--- src/rtl/core/sactl_pkg.sv ---
`default_nettype none
// ----------------------------------------------------------------------------
// sactl_pkg: shared types and constants of the cache tag and LRU controller
// Holds the operation, request and line-state codes, the channel payloads,
// the controller state type and the lookup status record.
// ----------------------------------------------------------------------------
package sactl_pkg;

  // Operation codes carried by the input beat. Codes five to seven are unused.
  typedef enum logic [2:0] {
    OP_READ  = 3'd0,
    OP_WRITE = 3'd1,
    OP_FETCH = 3'd2,
    OP_EVICT = 3'd3,
    OP_CLEAR = 3'd4
  } op_t;

  // Request toward the next level of the hierarchy.
  typedef enum logic [1:0] {
    REQ_NONE  = 2'd0,
    REQ_READ  = 2'd1,
    REQ_RFO   = 2'd2,
    REQ_WTHRU = 2'd3
  } req_t;

  // State of the touched line after the access.
  typedef enum logic [1:0] {
    LS_INVALID  = 2'd0,
    LS_VALID    = 2'd1,
    LS_MODIFIED = 2'd2
  } lstate_t;

  // Controller sequencing.
  typedef enum logic [1:0] {
    ST_CLEAR,
    ST_IDLE,
    ST_LOOKUP
  } ctl_state_t;

  // Write count saturation value and the count at which a line is modified.
  localparam logic [1:0] WC_MAX   = 2'd3;
  localparam logic [1:0] WC_DIRTY = 2'd2;

  // Input beat.
  typedef struct packed {
    logic [2:0]  op;
    logic [31:0] address;
  } in_item_t;

  // Result beat.
  typedef struct packed {
    logic        hit;
    logic [1:0]  way;
    logic [1:0]  next_level_request;
    logic [1:0]  line_state;
    logic [31:0] reads_so_far;
    logic [31:0] writes_so_far;
    logic [31:0] hits_so_far;
    logic [31:0] misses_so_far;
  } out_item_t;

  // Outcome of one set lookup, handed from the set logic to the controller.
  typedef struct packed {
    logic    hit;
    logic    miss;
    req_t    req;
    lstate_t lstate;
  } status_t;

  // Floor of the base-two logarithm, evaluated at elaboration.
  function automatic int floor_log2(input longint unsigned v);
    int n;
    longint unsigned x;
    n = 0;
    x = v;
    while (x > 64'd1) begin
      x = x >> 1;
      n++;
    end
    return n;
  endfunction

endpackage
`default_nettype wire

--- src/rtl/core/sactl_set_logic.sv ---
`default_nettype none
// ----------------------------------------------------------------------------
// sactl_set_logic: tag compare and replacement update of one set
// Takes the row read from the set store, finds a hit, an invalid way or the
// oldest way, and builds the updated row together with the access outcome.
// ----------------------------------------------------------------------------
module sactl_set_logic #(
  parameter int WAYS   = 4,
  parameter int TAG_W  = 12,
  parameter int RANK_W = 2,
  parameter int WAY_W  = 2
) (
  input  wire logic [2:0]                      op,
  input  wire logic [TAG_W-1:0]                tag,
  input  wire logic [WAYS*(3+RANK_W+TAG_W)-1:0] row_in,
  output logic      [WAYS*(3+RANK_W+TAG_W)-1:0] row_out,
  output logic      [WAY_W-1:0]                way,
  output sactl_pkg::status_t                   status
);

  localparam int ENT_W = 3 + RANK_W + TAG_W;
  localparam logic [RANK_W-1:0] OLDEST = RANK_W'(WAYS - 1);

  logic [WAYS-1:0]   v;
  logic [WAYS-1:0]   match;
  logic [1:0]        wc  [WAYS];
  logic [RANK_W-1:0] rk  [WAYS];
  logic [TAG_W-1:0]  tg  [WAYS];
  logic [WAYS-1:0]   nv;
  logic [1:0]        nwc [WAYS];
  logic [RANK_W-1:0] nrk [WAYS];
  logic [TAG_W-1:0]  ntg [WAYS];

  logic              is_acc;
  logic              is_wr;
  logic              is_ev;
  logic              hit_any;
  logic              inv_any;
  logic [WAY_W-1:0]  hit_way;
  logic [WAY_W-1:0]  inv_way;
  logic [WAY_W-1:0]  old_way;
  logic [WAY_W-1:0]  sel_way;
  logic [RANK_W-1:0] sel_rank;
  logic [1:0]        new_wc;

  // Split the row into its entries and compare tags.
  always_comb begin
    for (int j = 0; j < WAYS; j++) begin
      tg[j]    = row_in[j*ENT_W +: TAG_W];
      rk[j]    = row_in[j*ENT_W + TAG_W +: RANK_W];
      wc[j]    = row_in[j*ENT_W + TAG_W + RANK_W +: 2];
      v[j]     = row_in[j*ENT_W + ENT_W - 1];
      match[j] = v[j] && (tg[j] == tag);
    end
  end

  // First matching way, first invalid way, and the valid way of oldest rank.
  always_comb begin
    hit_way = '0;
    inv_way = '0;
    old_way = '0;
    for (int j = WAYS - 1; j >= 0; j--) begin
      if (match[j]) begin
        hit_way = WAY_W'(j);
      end
      if (!v[j]) begin
        inv_way = WAY_W'(j);
      end
      if (v[j] && (rk[j] == OLDEST)) begin
        old_way = WAY_W'(j);
      end
    end
  end

  // Decode and select the way that this access touches.
  always_comb begin
    is_wr   = (op == sactl_pkg::OP_WRITE);
    is_ev   = (op == sactl_pkg::OP_EVICT);
    is_acc  = (op == sactl_pkg::OP_READ) || is_wr || (op == sactl_pkg::OP_FETCH);
    hit_any = |match;
    inv_any = !(&v);
    if (is_acc && !hit_any) begin
      sel_way = inv_any ? inv_way : old_way;
    end else begin
      sel_way = hit_way;
    end
    sel_rank = rk[sel_way];
    // Write count of the touched line afterward.
    if (!hit_any) begin
      new_wc = is_wr ? 2'd1 : 2'd0;
    end else if (is_wr && (wc[sel_way] != sactl_pkg::WC_MAX)) begin
      new_wc = wc[sel_way] + 2'd1;
    end else begin
      new_wc = wc[sel_way];
    end
  end

  // Build the updated entries: touch on access, close up ranks on evict.
  always_comb begin
    for (int j = 0; j < WAYS; j++) begin
      nv[j]  = v[j];
      nwc[j] = wc[j];
      nrk[j] = rk[j];
      ntg[j] = tg[j];
      if (is_acc) begin
        if (WAY_W'(j) == sel_way) begin
          nv[j]  = 1'b1;
          nwc[j] = new_wc;
          nrk[j] = '0;
          ntg[j] = tag;
        end else if (v[j] && ((!hit_any && inv_any) || (rk[j] < sel_rank))) begin
          nrk[j] = rk[j] + RANK_W'(1);
        end
      end else if (is_ev && hit_any) begin
        if (WAY_W'(j) == sel_way) begin
          nv[j]  = 1'b0;
          nwc[j] = '0;
          nrk[j] = '0;
          ntg[j] = '0;
        end else if (v[j] && (rk[j] > sel_rank)) begin
          nrk[j] = rk[j] - RANK_W'(1);
        end
      end
    end
  end

  // Pack the row back.
  always_comb begin
    for (int j = 0; j < WAYS; j++) begin
      row_out[j*ENT_W +: ENT_W] = {nv[j], nwc[j], nrk[j], ntg[j]};
    end
  end

  // Outcome of the access.
  always_comb begin
    status.hit  = (is_acc || is_ev) && hit_any;
    status.miss = is_acc && !hit_any;
    if (is_acc && !hit_any) begin
      status.req = is_wr ? sactl_pkg::REQ_RFO : sactl_pkg::REQ_READ;
    end else if (is_acc && is_wr && (new_wc == sactl_pkg::WC_MAX)) begin
      status.req = sactl_pkg::REQ_WTHRU;
    end else begin
      status.req = sactl_pkg::REQ_NONE;
    end
    if (!is_acc) begin
      status.lstate = sactl_pkg::LS_INVALID;
    end else if (new_wc >= sactl_pkg::WC_DIRTY) begin
      status.lstate = sactl_pkg::LS_MODIFIED;
    end else begin
      status.lstate = sactl_pkg::LS_VALID;
    end
    way = (status.hit || status.miss) ? sel_way : '0;
  end

endmodule
`default_nettype wire

--- config.mk ---
export PLATFORM = sky130hd
export DESIGN_NAME = sactl_set_logic
export DESIGN_NICKNAME = d
export VERILOG_FILES = /design/src/rtl/core/sactl_pkg.sv /design/src/rtl/core/sactl_set_logic.sv
export SDC_FILE = /design/constraint.sdc
export NUM_CORES = 1
export LEC_CHECK = 0
export BUFFER_PORTS_ARGS = -buffer_cell sky130_fd_sc_hd__buf_4
export CORE_MARGIN = 4
export CORE_UTILIZATION = 45
export DETAILED_ROUTE_END_ITERATION = 6
export PLACE_DENSITY = 0.83
export SLEW_MARGIN = 20
export SYNTH_ARGS = -nofsm -noshare
export SYNTH_HDL_FRONTEND = slang
export SYNTH_SLANG_ARGS = --single-unit
--- constraint.sdc ---
create_clock -name vclk -period 5.1
set_input_delay 0.51 -clock vclk [all_inputs]
set_output_delay 0.51 -clock vclk [all_outputs]
set_load 0.005 [all_outputs]
* Yosys cells after proc, flatten, opt, wreduce, memory -nomap -nowiden
Cells that the tools add are included.
** Word-level totals
- Register bits after elaboration :: 0
- Input bits :: 83
- Output and inout port bits :: 76
- Logic and storage cells :: 174
** Operators by class
- $add $sub $neg :: 9
- Magnitude comparators :: 10
- Equality and inequality tests :: 16
- Mux-type cells :: 101
- Bitwise gates (word level) :: 1
- Reductions and logical operators :: 37
** Operators with widths (count)
- 12-bit 2-to-1 mux :: 16
- 2-bit 2-to-1 mux :: 66
- 12-bit == test :: 4
- 1-bit logical AND :: 23
- 1-bit 2-to-1 mux :: 17
- 2-bit by 1-bit adder with 2-bit output (second input constant) :: 5
- 2-bit == test (second input constant) :: 5
- 2-bit binary-select mux with 2-bit select :: 2
- 2-bit > comparator :: 4
- 1-bit logical OR :: 8
- 2-bit < comparator :: 4
- 2-bit by 1-bit subtractor with 2-bit output (second input constant) :: 4
- 3-bit by 2-bit == test with 1-bit output (second input constant) :: 2
- 2-bit == test (first input constant) :: 2
- 4-bit AND reduction :: 1
- 4-bit OR reduction :: 1
- 3-bit by 1-bit == test with 1-bit output (second input constant) :: 1
- 3-bit >= comparator (second input constant) :: 1
- 3-bit zero test :: 1
- 2-bit NOT with 3-bit output :: 1
- 1-bit by 2-bit == test with 1-bit output (first input constant) :: 1
- 2-bit >= comparator (second input constant) :: 1
- 1-bit zero test :: 2
- 2-bit zero test :: 1
- 2-bit inequality test (second input constant) :: 1

* Depth between registers and ports, before layout
Gate-level depths: netlist (run 1).
- Depth after elaboration :: 20
- Mapped depth :: 17

* Least setup slack after synthesis (run 1)
OpenSTA, ideal clock, no wires.
- Path type :: in2out
- From :: input port tag[6]
- To :: output port row_out[64]
- Data arrival time :: 3.478 ns
- Data required time :: 4.590 ns
- Path slack :: 1.112 ns
- Stages on the path :: 16
- Buffers on the path :: 1
- Cells stage by stage :: buf_2 -> xnor2_1 -> nand4_1 -> or4_4 -> a21oi_1 -> o21ai_0 -> nor2_1 -> a21oi_1 -> a21oi_1 -> ha_1 -> inv_1 -> or3_1 -> nor3_1 -> a311oi_1 -> a211oi_1 -> o21ai_1
** Between the ends
- Cells in the longest elaborated chain, start to end :: 17
** Ends and longest elaborated chain
- start, declared :: RTL line sactl_set_logic.sv:14 : input wire logic [TAG_W-1:0] tag,
- 12-bit == test :: RTL line sactl_set_logic.sv:53 : match[j] = v[j] && (tg[j] == tag);
- 1-bit logical AND :: RTL line sactl_set_logic.sv:53
- 2-bit 2-to-1 mux (4 in a row) :: RTL line sactl_set_logic.sv:63 : if (match[j]) begin
- 2-bit 2-to-1 mux :: RTL line sactl_set_logic.sv:82 : if (is_acc && !hit_any) begin
- 2-bit NOT with 3-bit output (not written as such) :: RTL line sactl_set_logic.sv:87 : sel_rank = rk[sel_way];
- 2-bit binary-select mux with 2-bit select :: RTL line sactl_set_logic.sv:87
- 2-bit 2-to-1 mux (not written as such) (2 in a row) :: RTL line sactl_set_logic.sv:87
- 2-bit > comparator / 2-bit < comparator (equally long branches) :: RTL line sactl_set_logic.sv:120, sactl_set_logic.sv:111
- 1-bit logical AND / 1-bit logical OR (equally long branches) :: RTL line sactl_set_logic.sv:120, sactl_set_logic.sv:111
- 2-bit 2-to-1 mux / 1-bit logical AND (equally long branches) :: RTL line sactl_set_logic.sv:120, sactl_set_logic.sv:111
- 2-bit 2-to-1 mux (on tied branches) :: RTL line sactl_set_logic.sv:115, sactl_set_logic.sv:111
- 2-bit 2-to-1 mux (on tied branches) :: RTL line sactl_set_logic.sv:114, sactl_set_logic.sv:106
- 2-bit 2-to-1 mux (*) :: RTL line sactl_set_logic.sv:105 : if (is_acc) begin
- end, declared :: RTL line sactl_set_logic.sv:16 : output logic [WAYS*(3+RANK_W+TAG_W)-1:0] row_out,
Mark *: on every way between the ends. The rest lies on a longest branch, timed or not. The select of a mux whose other input is x is not followed.

* Worst setup path in the final report (run 1)
- From :: input port row_in[64]
- To :: output port row_out[63]
** Between the ends
- Cells in the longest elaborated chain, start to end :: 18
** Ends and longest elaborated chain
- start, declared :: RTL line sactl_set_logic.sv:15 : input wire logic [WAYS*(3+RANK_W+TAG_W)-1:0] row_in,
- 2-bit == test :: RTL line sactl_set_logic.sv:69 : if (v[j] && (rk[j] == OLDEST)) begin
- 1-bit logical AND :: RTL line sactl_set_logic.sv:69
- 2-bit 2-to-1 mux (4 in a row) :: RTL line sactl_set_logic.sv:69
- 2-bit 2-to-1 mux :: RTL line sactl_set_logic.sv:83 : sel_way = inv_any ? inv_way : old_way;
- 2-bit 2-to-1 mux :: RTL line sactl_set_logic.sv:82
- 2-bit NOT with 3-bit output (not written as such) :: RTL line sactl_set_logic.sv:87
- 2-bit binary-select mux with 2-bit select :: RTL line sactl_set_logic.sv:87
- 2-bit 2-to-1 mux (not written as such) (2 in a row) :: RTL line sactl_set_logic.sv:87
- 2-bit > comparator / 2-bit < comparator (equally long branches) :: RTL line sactl_set_logic.sv:120, sactl_set_logic.sv:111
- 1-bit logical AND / 1-bit logical OR (equally long branches) :: RTL line sactl_set_logic.sv:120, sactl_set_logic.sv:111
- 2-bit 2-to-1 mux / 1-bit logical AND (equally long branches) :: RTL line sactl_set_logic.sv:120, sactl_set_logic.sv:111
- 2-bit 2-to-1 mux (on tied branches) :: RTL line sactl_set_logic.sv:115, sactl_set_logic.sv:111
- 2-bit 2-to-1 mux (on tied branches) :: RTL line sactl_set_logic.sv:114, sactl_set_logic.sv:106
- 2-bit 2-to-1 mux (*) :: RTL line sactl_set_logic.sv:105
Marks and branches as above.

==> results of run 1 <==
## per-layer routing
| metal | global-route usage | routed length, um |
|---|---|---|
| met1 | 0.3428 | 4335 |
| met2 | 0.5246 | 5664 |
| met3 | 0.07360 | 1193 |
| met4 | 0.09928 | 425 |
| met5 | 0 | 0 |
## final timing paths
path                      end  depth (start not counted)
setup / recovery  row_out[63]                         16
hold / removal      status[5]                          3
## kinds of logic after synthesis
group                      after synthesis  share of synthesized area
xor gates and xnor gates                48                     0.1595
adders and majority gates               11                    0.05078
muxes                                    6                    0.02278
AOI/OAI and AO/OA                      133                     0.3901
and+or+nand+nor                        134                     0.2895
buffers and inverters                   50                    0.08733
## through the flow
step	instance area [um^2]	setup WS (ps)	total power (W)	std cells
floorplan	2636	1112	0.0001939	382
global placement	3787	593.0	0.0003521	584
detailed placement	3787	436.1	0.0003551	584
CTS	3787	424.0	0.0003568	584
global route	3787	34.01	0.0003866	584
finish	3787	291.5	0.0003611	584
## synth_stat cells (2+ instances only)
cell,count,area (um^2)
or3_1,3,18.77
nor4_1,3,18.77
nor3_1,6,30.03
a211oi_1,5,37.54
nor3_2,3,30.03
nor2b_1,3,18.77
or2_0,2,12.51
o21ai_1,6,30.03
mux2i_1,6,60.06
a21oi_1,12,60.06
buf_4,3,22.52
and3_1,3,18.77
nor3b_1,2,15.01
xnor2_1,48,420.4
o22ai_1,2,12.51
nand4_1,13,81.33
clkbuf_1,8,30.03
o31ai_1,6,45.04
nor2_1,28,105.1
ha_1,9,112.6
nor4_4,3,63.81
inv_1,16,60.06
buf_2,22,110.1
a22o_1,48,420.4
or4_1,2,15.01
or2_1,3,18.77
or4_4,2,22.52
and2_1,4,25.02
nand2b_1,4,25.02
a41oi_1,2,17.52
nand3_1,10,50.05
nand2_1,31,116.4
o21ai_0,13,65.06
a21o_1,5,37.54
o211ai_1,5,37.54
a31oi_1,7,43.79
o221ai_1,2,17.52
o311ai_0,3,26.28
a32o_1,4,40.04
## final cells by class
type,count,area [um^2]
Multi-Input combinational cell,332,2406
Fill cell,512,1821
Timing Repair Buffer,164,1231
Tap cell,72,90.09
Inverter,16,60.06
## power groups by stage
stage                     clock (W)  sequential (W)  combinational [W]
after floorplan                   0               0           0.000194
after global placement            0               0           0.000352
after detailed placement          0               0           0.000355
after CTS                         0               0           0.000357
after global routing              0               0           0.000387
final                             0               0           0.000361
## critical path, stage by stage
cell	delay (ps)
buf_4	140
ha_1	200
nor2b_1	130
a221oi_1	320
or2_0	360
a21oi_1	190
o21ai_0	520
a211oi_1	160
a21oi_1	380
ha_1	320
nor2_1	210
o21ai_0	160
a211oi_1	290
a31oi_1	90
mux2i_1	170
buf_4	130
## placed cells by master, fill, tap and decap left out, types with 3 or more instances in the layout
cell type  Yosys  routed
buf_4          3     164
xnor2_1       48      48
a22o_1        48      48
nand2_1       31      31
nor2_1        28      28
inv_1         16      16
nand4_1       13      13
o21ai_0       13      13
a21oi_1       12      12
nand3_1       10      10
ha_1           9       9
a31oi_1        7       7
o21ai_1        6       6
mux2i_1        6       6
nor3_1         6       6
o31ai_1        6       6
a21o_1         5       5
a211oi_1       5       5
o211ai_1       5       5
and2_1         4       4
nand2b_1       4       4
a32o_1         4       4
nor4_4         3       3
o311ai_0       3       3
and3_1         3       3
nor3_2         3       3
nor2b_1        3       3
nor4_1         3       3
or2_1          3       3
or3_1          3       3
==> results.json, run 1 <==
{
  "syn_inst": 382,
  "tightest_slew_ps": 1054,
  "p_per_area_nw_per_um2": 95.35,
  "critPathCaptureType": "output port",
  "num_antenna_cells": 0,
  "hold_start": "op[2]",
  "hold_path_class": "input port to output port",
  "avgViaCountPerCell": 6.418,
  "fin_tns_setup_ps": 0,
  "status": "finished clean",
  "rsz0062_at_grt": "no",
  "drcViolationCount": 0,
  "power.internal_w": 0.0001825,
  "via_count": 3748,
  "fmax_mhz": 208.0,
  "yosysWarnings": 0,
  "ir_drop_mv": 0.08030,
  "comb_power_share": 1.000,
  "die_x_um": 84.54,
  "crit_path_max_fanout": 8,
  "ys_seq_area_frac": 0,
  "wl_per_cell_um": 19.90,
  "timing.max_cap.violations": 0,
  "core_area_um2": 5608,
  "finalSetupViolCount": 0,
  "io_pins": 159,
  "critPathLaunchType": "input port",
  "startpoint": "row_in[64]",
  "antenna_found_initial": 0,
  "layout_min_cycle_time_ps": 4808,
  "ctsResizeCount": 0,
  "fin_util": 0.6754,
  "die_h_um": 84.54,
  "whs_ps": 1295,
  "flops_and_latches": 0,
  "ant_nets": 0,
  "drtIter0Drc": 371,
  "grt_pass1_wl_mm": 17.79,
  "worstPathArrival_ps": 4300,
  "grt_util_all_layers": 0.2952,
  "period_share": 0.9428,
  "swShare": 0.4947,
  "postCtsHoldBufs": 0,
  "netlist_area_um2": 2636,
  "gp_congestion": 0.9993,
  "overflow": 0,
  "regArea_um2": 0,
  "drt_pass1_iterations": 5,
  "timing.slew.headroom": 0.2948,
  "syn-num-nets": 474,
  "row_count": 27,
  "worstSetupPathType": "input port to output port",
  "dp_hpwl_mm": 9.540,
  "wirelength_mm": 11.62,
  "clockBufferCount": 0,
  "p_clk_frac": 0,
  "syn_area_per_cell_um2": 6.901,
  "drive_above_1_share": 0.3613,
  "start_util": 0.4701,
  "grt_max_degree": 17,
  "grt_pass1_vias": 3549,
  "die-area_um2": 7147,
  "nets": 606,
  "maxSlewViolCount": 0,
  "power_leakage_nw": 1.780,
  "final_hold_viol_count": 0,
  "post-cts-setup-buffers": 0,
  "synth.distinct_cells": 64,
  "cp.required_ps": 4590,
  "power_switching_w": 0.0001786,
  "seq_power_share": 0,
  "area_growth_pct": 43.66,
  "io_buffers": 159
}
Note: power is estimated with default switching activity, not from simulation.
==> inputs of run 2 (changes only) <==
CORE_ASPECT_RATIO = 0.8   (was unset)
==> run 2 against run 1 <==
Final area grew 0.40%. Total power shrank 0.37%. Combinational power is essentially flat. Setup slack gained 92 ps. Routed wire length shrank 1.6%. Utilization grew 0.91 points. Sequential share of layout area is the same. Critical path depth is the same. Critical path type unchanged. Largest cell class unchanged.
==> results.json, run 2 (synthesis results as in run 1) <==
{
  "crit_path_max_fanout": 8,
  "slowest_delay_ps": 460,
  "regArea_um2": 0,
  "drtIter0Drc": 273,
  "final_hold_viol_count": 0,
  "clockBufferCount": 0,
  "drt_pass1_iterations": 5,
  "use_met3": 0.05824,
  "row_count": 24,
  "io_buffers": 159,
  "final_cell_mix": "buf_4 (165), xnor2_1 (48), a22o_1 (48)",
  "post-cts-setup-buffers": 0,
  "postCtsHoldBufs": 0,
  "die_x_um": 93.58,
  "start_util": 0.4745,
  "min_delay_worst_endpoint": "status[5]",
  "die_h_um": 76.46,
  "wl_per_cell_um": 19.35,
  "area_growth_pct": 44.23,
  "crit_top_cell": "a21oi_1",
  "flops_and_latches": 0,
  "ir_drop_mv": 0.06220,
  "worstPathArrival_ps": 4210,
  "slowest_stage": "o21ai_0",
  "hold_start": "op[2]",
  "maxSlewViolCount": 0,
  "grt_util_all_layers": 0.2922,
  "rsz0062_at_grt": "no",
  "grt_pass1_wl_mm": 17.57,
  "wirelength_mm": 11.44,
  "drcViolationCount": 0,
  "drive_above_1_share": 0.3626,
  "antenna_found_initial": 0,
  "final_common_cell": "buf_4",
  "status": "finished clean",
  "period_share": 0.9249,
  "min_path_cells": 3,
  "cp.required_ps": 4590,
  "dp_hpwl_mm": 9.262,
  "timing.slew.headroom": 0.2836,
  "core_area_um2": 5555,
  "num_antenna_cells": 0,
  "p_per_area_nw_per_um2": 94.62,
  "via_count": 3716,
  "use_met2": 0.4618,
  "finalSetupViolCount": 0,
  "die-area_um2": 7155,
  "nets": 607,
  "fin_tns_setup_ps": 0,
  "grt_use_met1": 0.4172,
  "layout_min_cycle_time_ps": 4717,
  "tightest_slew_ps": 1065,
  "critPathCaptureType": "output port",
  "fin_util": 0.6845,
  "fmax_mhz": 212.0,
  "power_leakage_nw": 1.787,
  "busiest_layer": "met2",
  "overflow": 0,
  "io_pins": 159,
  "critPathLaunchType": "input port",
  "grt_pass1_vias": 3471,
  "crit_chain": "buf_4, ha_1, nor2b_1, a221oi_1, or2_0, a21oi_1, o21ai_0, a21oi_1, a21oi_1, ha_1, nor2_1, o21ai_0, a21oi_1, nor3_1, nor3b_1, buf_4",
  "ctsResizeCount": 0,
  "timing.max_cap.violations": 0,
  "ant_nets": 0,
  "grt_max_degree": 17,
  "worstSetupPathType": "input port to output port",
  "avgViaCountPerCell": 6.288,
  "gp_congestion": 0.9377,
  "hold_path_class": "input port to output port"
}
run 2: cell count changes in the layout (fill, tap and decap cells not counted), sizes merged:
cell  change
buf       +1
run 2: worst max path at each step:
stage / startpoint / endpoint / slack, ps
floorplan: tag[6] / row_out[64] / 1110
global placement: row_in[64] / row_out[63] / 550
detailed placement: row_in[64] / row_out[64] / 420
CTS: row_in[64] / row_out[64] / 420
global route: row_in[64] / row_out[12] / 80
finish: row_in[64] / row_out[12] / 380
run 2: per-layer routing:
layer,vias up,part of all wire,routed length (um)
met5,-,0,0
met4,0,0.014,160
met3,19,0.10,1198
met2,252,0.44,5064
met1,1727,0.44,5015
li1,1718,-,-
run 2: area by class of cell:
| type | instances | area, um^2 |
|---|---|---|
| fill | 497 | 1753 |
| timing repair buffer | 165 | 1239 |
| inverter | 16 | 60.06 |
| multi-input combinational | 332 | 2406 |
| tap | 78 | 97.59 |
run 2: per-stage QoR:
stage	cell area, um^2	std cells	power (W)	worst slack (ps)	hold WS [ps]
global route	3802	591	0.0003878	81.57	1317
finish	3802	591	0.0003598	383.1	1293
global placement	3802	591	0.0003500	549.4	1288
CTS	3802	591	0.0003556	417.1	1293
detailed placement	3802	591	0.0003536	423.4	1290
floorplan	2636	382	0.0001939	1112	1050
run 2: power by group:
part | switching [W] | internal (W) | total [W]
clock network | 0 | 0 | 0
registers | 0 | 0 | 0
logic | 0.000178 | 0.000182 | 0.000360
total | 0.000178 | 0.000182 | 0.000360
run 2: critical path: cells and delay by family:
kind | cells | cell delay, ps
AO/OA/AOI/OAI | 7 | 1920
adder cells (fa/ha/maj) | 2 | 510
AND/OR/NAND/NOR | 5 | 970
buffers and inverters | 2 | 290
==> inputs of run 3 (changes only) <==
==> constraint.sdc (replaced) <==
create_clock -name vclk -period 5.1
set_input_delay 0.51 -clock vclk [all_inputs]
set_output_delay 0.51 -clock vclk [all_outputs]
set_load 0.01 [all_outputs]
==> run 3 against run 2 <==
Total power grew 5.3%. Highest routed layer unchanged. Final area unchanged. Flip-flop and latch count stayed put. Utilization did not move. Combinational power increased by 5%. Hold slack improved by 12 ps. Global-route usage is 0.50 points higher. Final cell count unchanged.
==> results.json, run 3 (synthesis results as in run 1) <==
{
  "finalNonFillerCells": 591,
  "hold_start": "op[2]",
  "worstSetupPathType": "input port to output port",
  "gp_congestion": 0.9419,
  "period_share": 0.9349,
  "critPathLaunchType": "input port",
  "grt_pass1_vias": 3557,
  "whs_ps": 1305,
  "drt_pass1_iterations": 5,
  "ir_drop_mv": 0.06888,
  "regArea_um2": 0,
  "row_count": 24,
  "final_hold_viol_count": 0,
  "p_per_area_nw_per_um2": 99.66,
  "overflow": 0,
  "final_cell_mix": "buf_4 (165), xnor2_1 (48), a22o_1 (48)",
  "swShare": 0.5158,
  "critPathCaptureType": "output port",
  "num_antenna_cells": 0,
  "nets": 607,
  "antenna_found_initial": 0,
  "finalSetupViolCount": 0,
  "layout_min_cycle_time_ps": 4768,
  "design_area_um2": 3802,
  "wl_per_cell_um": 19.55,
  "worstPathArrival_ps": 4260,
  "drtIter0Drc": 290,
  "startpoint": "tag[0]",
  "ant_nets": 0,
  "via_count": 3695,
  "tightest_slew_ps": 1021,
  "power_leakage_nw": 1.787,
  "die_h_um": 76.46,
  "grt_util_all_layers": 0.2973,
  "clockBufferCount": 0,
  "wirelength_mm": 11.55,
  "maxSlewViolCount": 0,
  "pre_cts_slack_ps": 324.6,
  "fmax_mhz": 209.7,
  "worst_slack_ps": 331.9,
  "die_x_um": 93.58,
  "area_growth_pct": 44.23,
  "hold_path_class": "input port to output port",
  "flops_and_latches": 0,
  "power_switching_w": 0.0001955,
  "die-area_um2": 7155,
  "io_buffers": 159,
  "io_pins": 159,
  "start_util": 0.4745,
  "grt_pass1_wl_mm": 17.77,
  "crit_path_max_fanout": 8,
  "avgViaCountPerCell": 6.252,
  "dp_hpwl_mm": 9.368,
  "core_area_um2": 5555,
  "rsz0062_at_grt": "no",
  "drive_above_1_share": 0.3626,
  "fin_tns_setup_ps": 0,
  "grt_max_degree": 17,
  "drcViolationCount": 0,
  "p_clk_frac": 0,
  "cp.required_ps": 4590,
  "comb_power_share": 1.000,
  "power.internal_w": 0.0001835,
  "final_common_cell": "buf_4",
  "seq_power_share": 0,
  "timing.slew.headroom": 0.3168,
  "dp_cells": 591,
  "status": "finished clean",
  "dpl_cell_area_um2": 3802,
  "timing.max_cap.violations": 0
}
run 3: cell counts in the layout (fill, tap and decap cells not counted):
No cell type changed its count.
run 3: repair_timing:
action | in CTS | in global routing
hold buffers | 0 | 0
endpoints found under the setup margin | 0 | 1
buffers inserted | 0 | 0
gates resized for setup | 0 | 1
run 3: power by group through the flow:
stage | Combinational, W | Sequential (W) | Clock [W]
global route | 0.000407 | 0 | 0
detailed placement | 0.000373 | 0 | 0
floorplan | 0.000211 | 0 | 0
finish | 0.000379 | 0 | 0
CTS | 0.000374 | 0 | 0
global placement | 0.000368 | 0 | 0
run 3: area by class of cell:
class / count / area [um^2]
multi-input cells: 332 / 2406
fillers: 507 / 1753
repair buffers: 165 / 1239
well taps: 78 / 97.59
inverters: 16 / 60.06
run 3: per-stage QoR:
stage,power (W),util
after floorplan,0.0002110,-
after global placement,0.0003677,0.6845
after detailed placement,0.0003726,0.6845
after CTS,0.0003742,0.6845
after global routing,0.0004066,0.6845
final,0.0003789,0.6845
run 3: worst paths after layout:
path	endpoint	slack, ps	depth (start not counted)
worst max-delay path	row_out[64]	330	17
worst min-delay path	status[5]	1300	3
run 3: per-layer routing:
layer,wire length [um],share of wire,vias up,global-route usage
li1,-,-,1713,-
met1,4955,0.43,1717,0.4132
met2,5165,0.45,247,0.4754
met3,1286,0.11,18,0.06318
met4,148,0.013,0,0.04906
met5,0,0,-,0
run 3: worst max-delay path: stages:
cell	delay [ps]
buf_4	160
xnor2_1	170
nand3_1	190
or4_4	610
a21oi_1	370
o21ai_1	220
nor2_1	140
a21oi_1	50
a21oi_1	410
ha_1	290
inv_1	80
or3_1	300
nor3_1	130
a311oi_1	80
a211oi_1	310
o21ai_1	90
buf_4	150
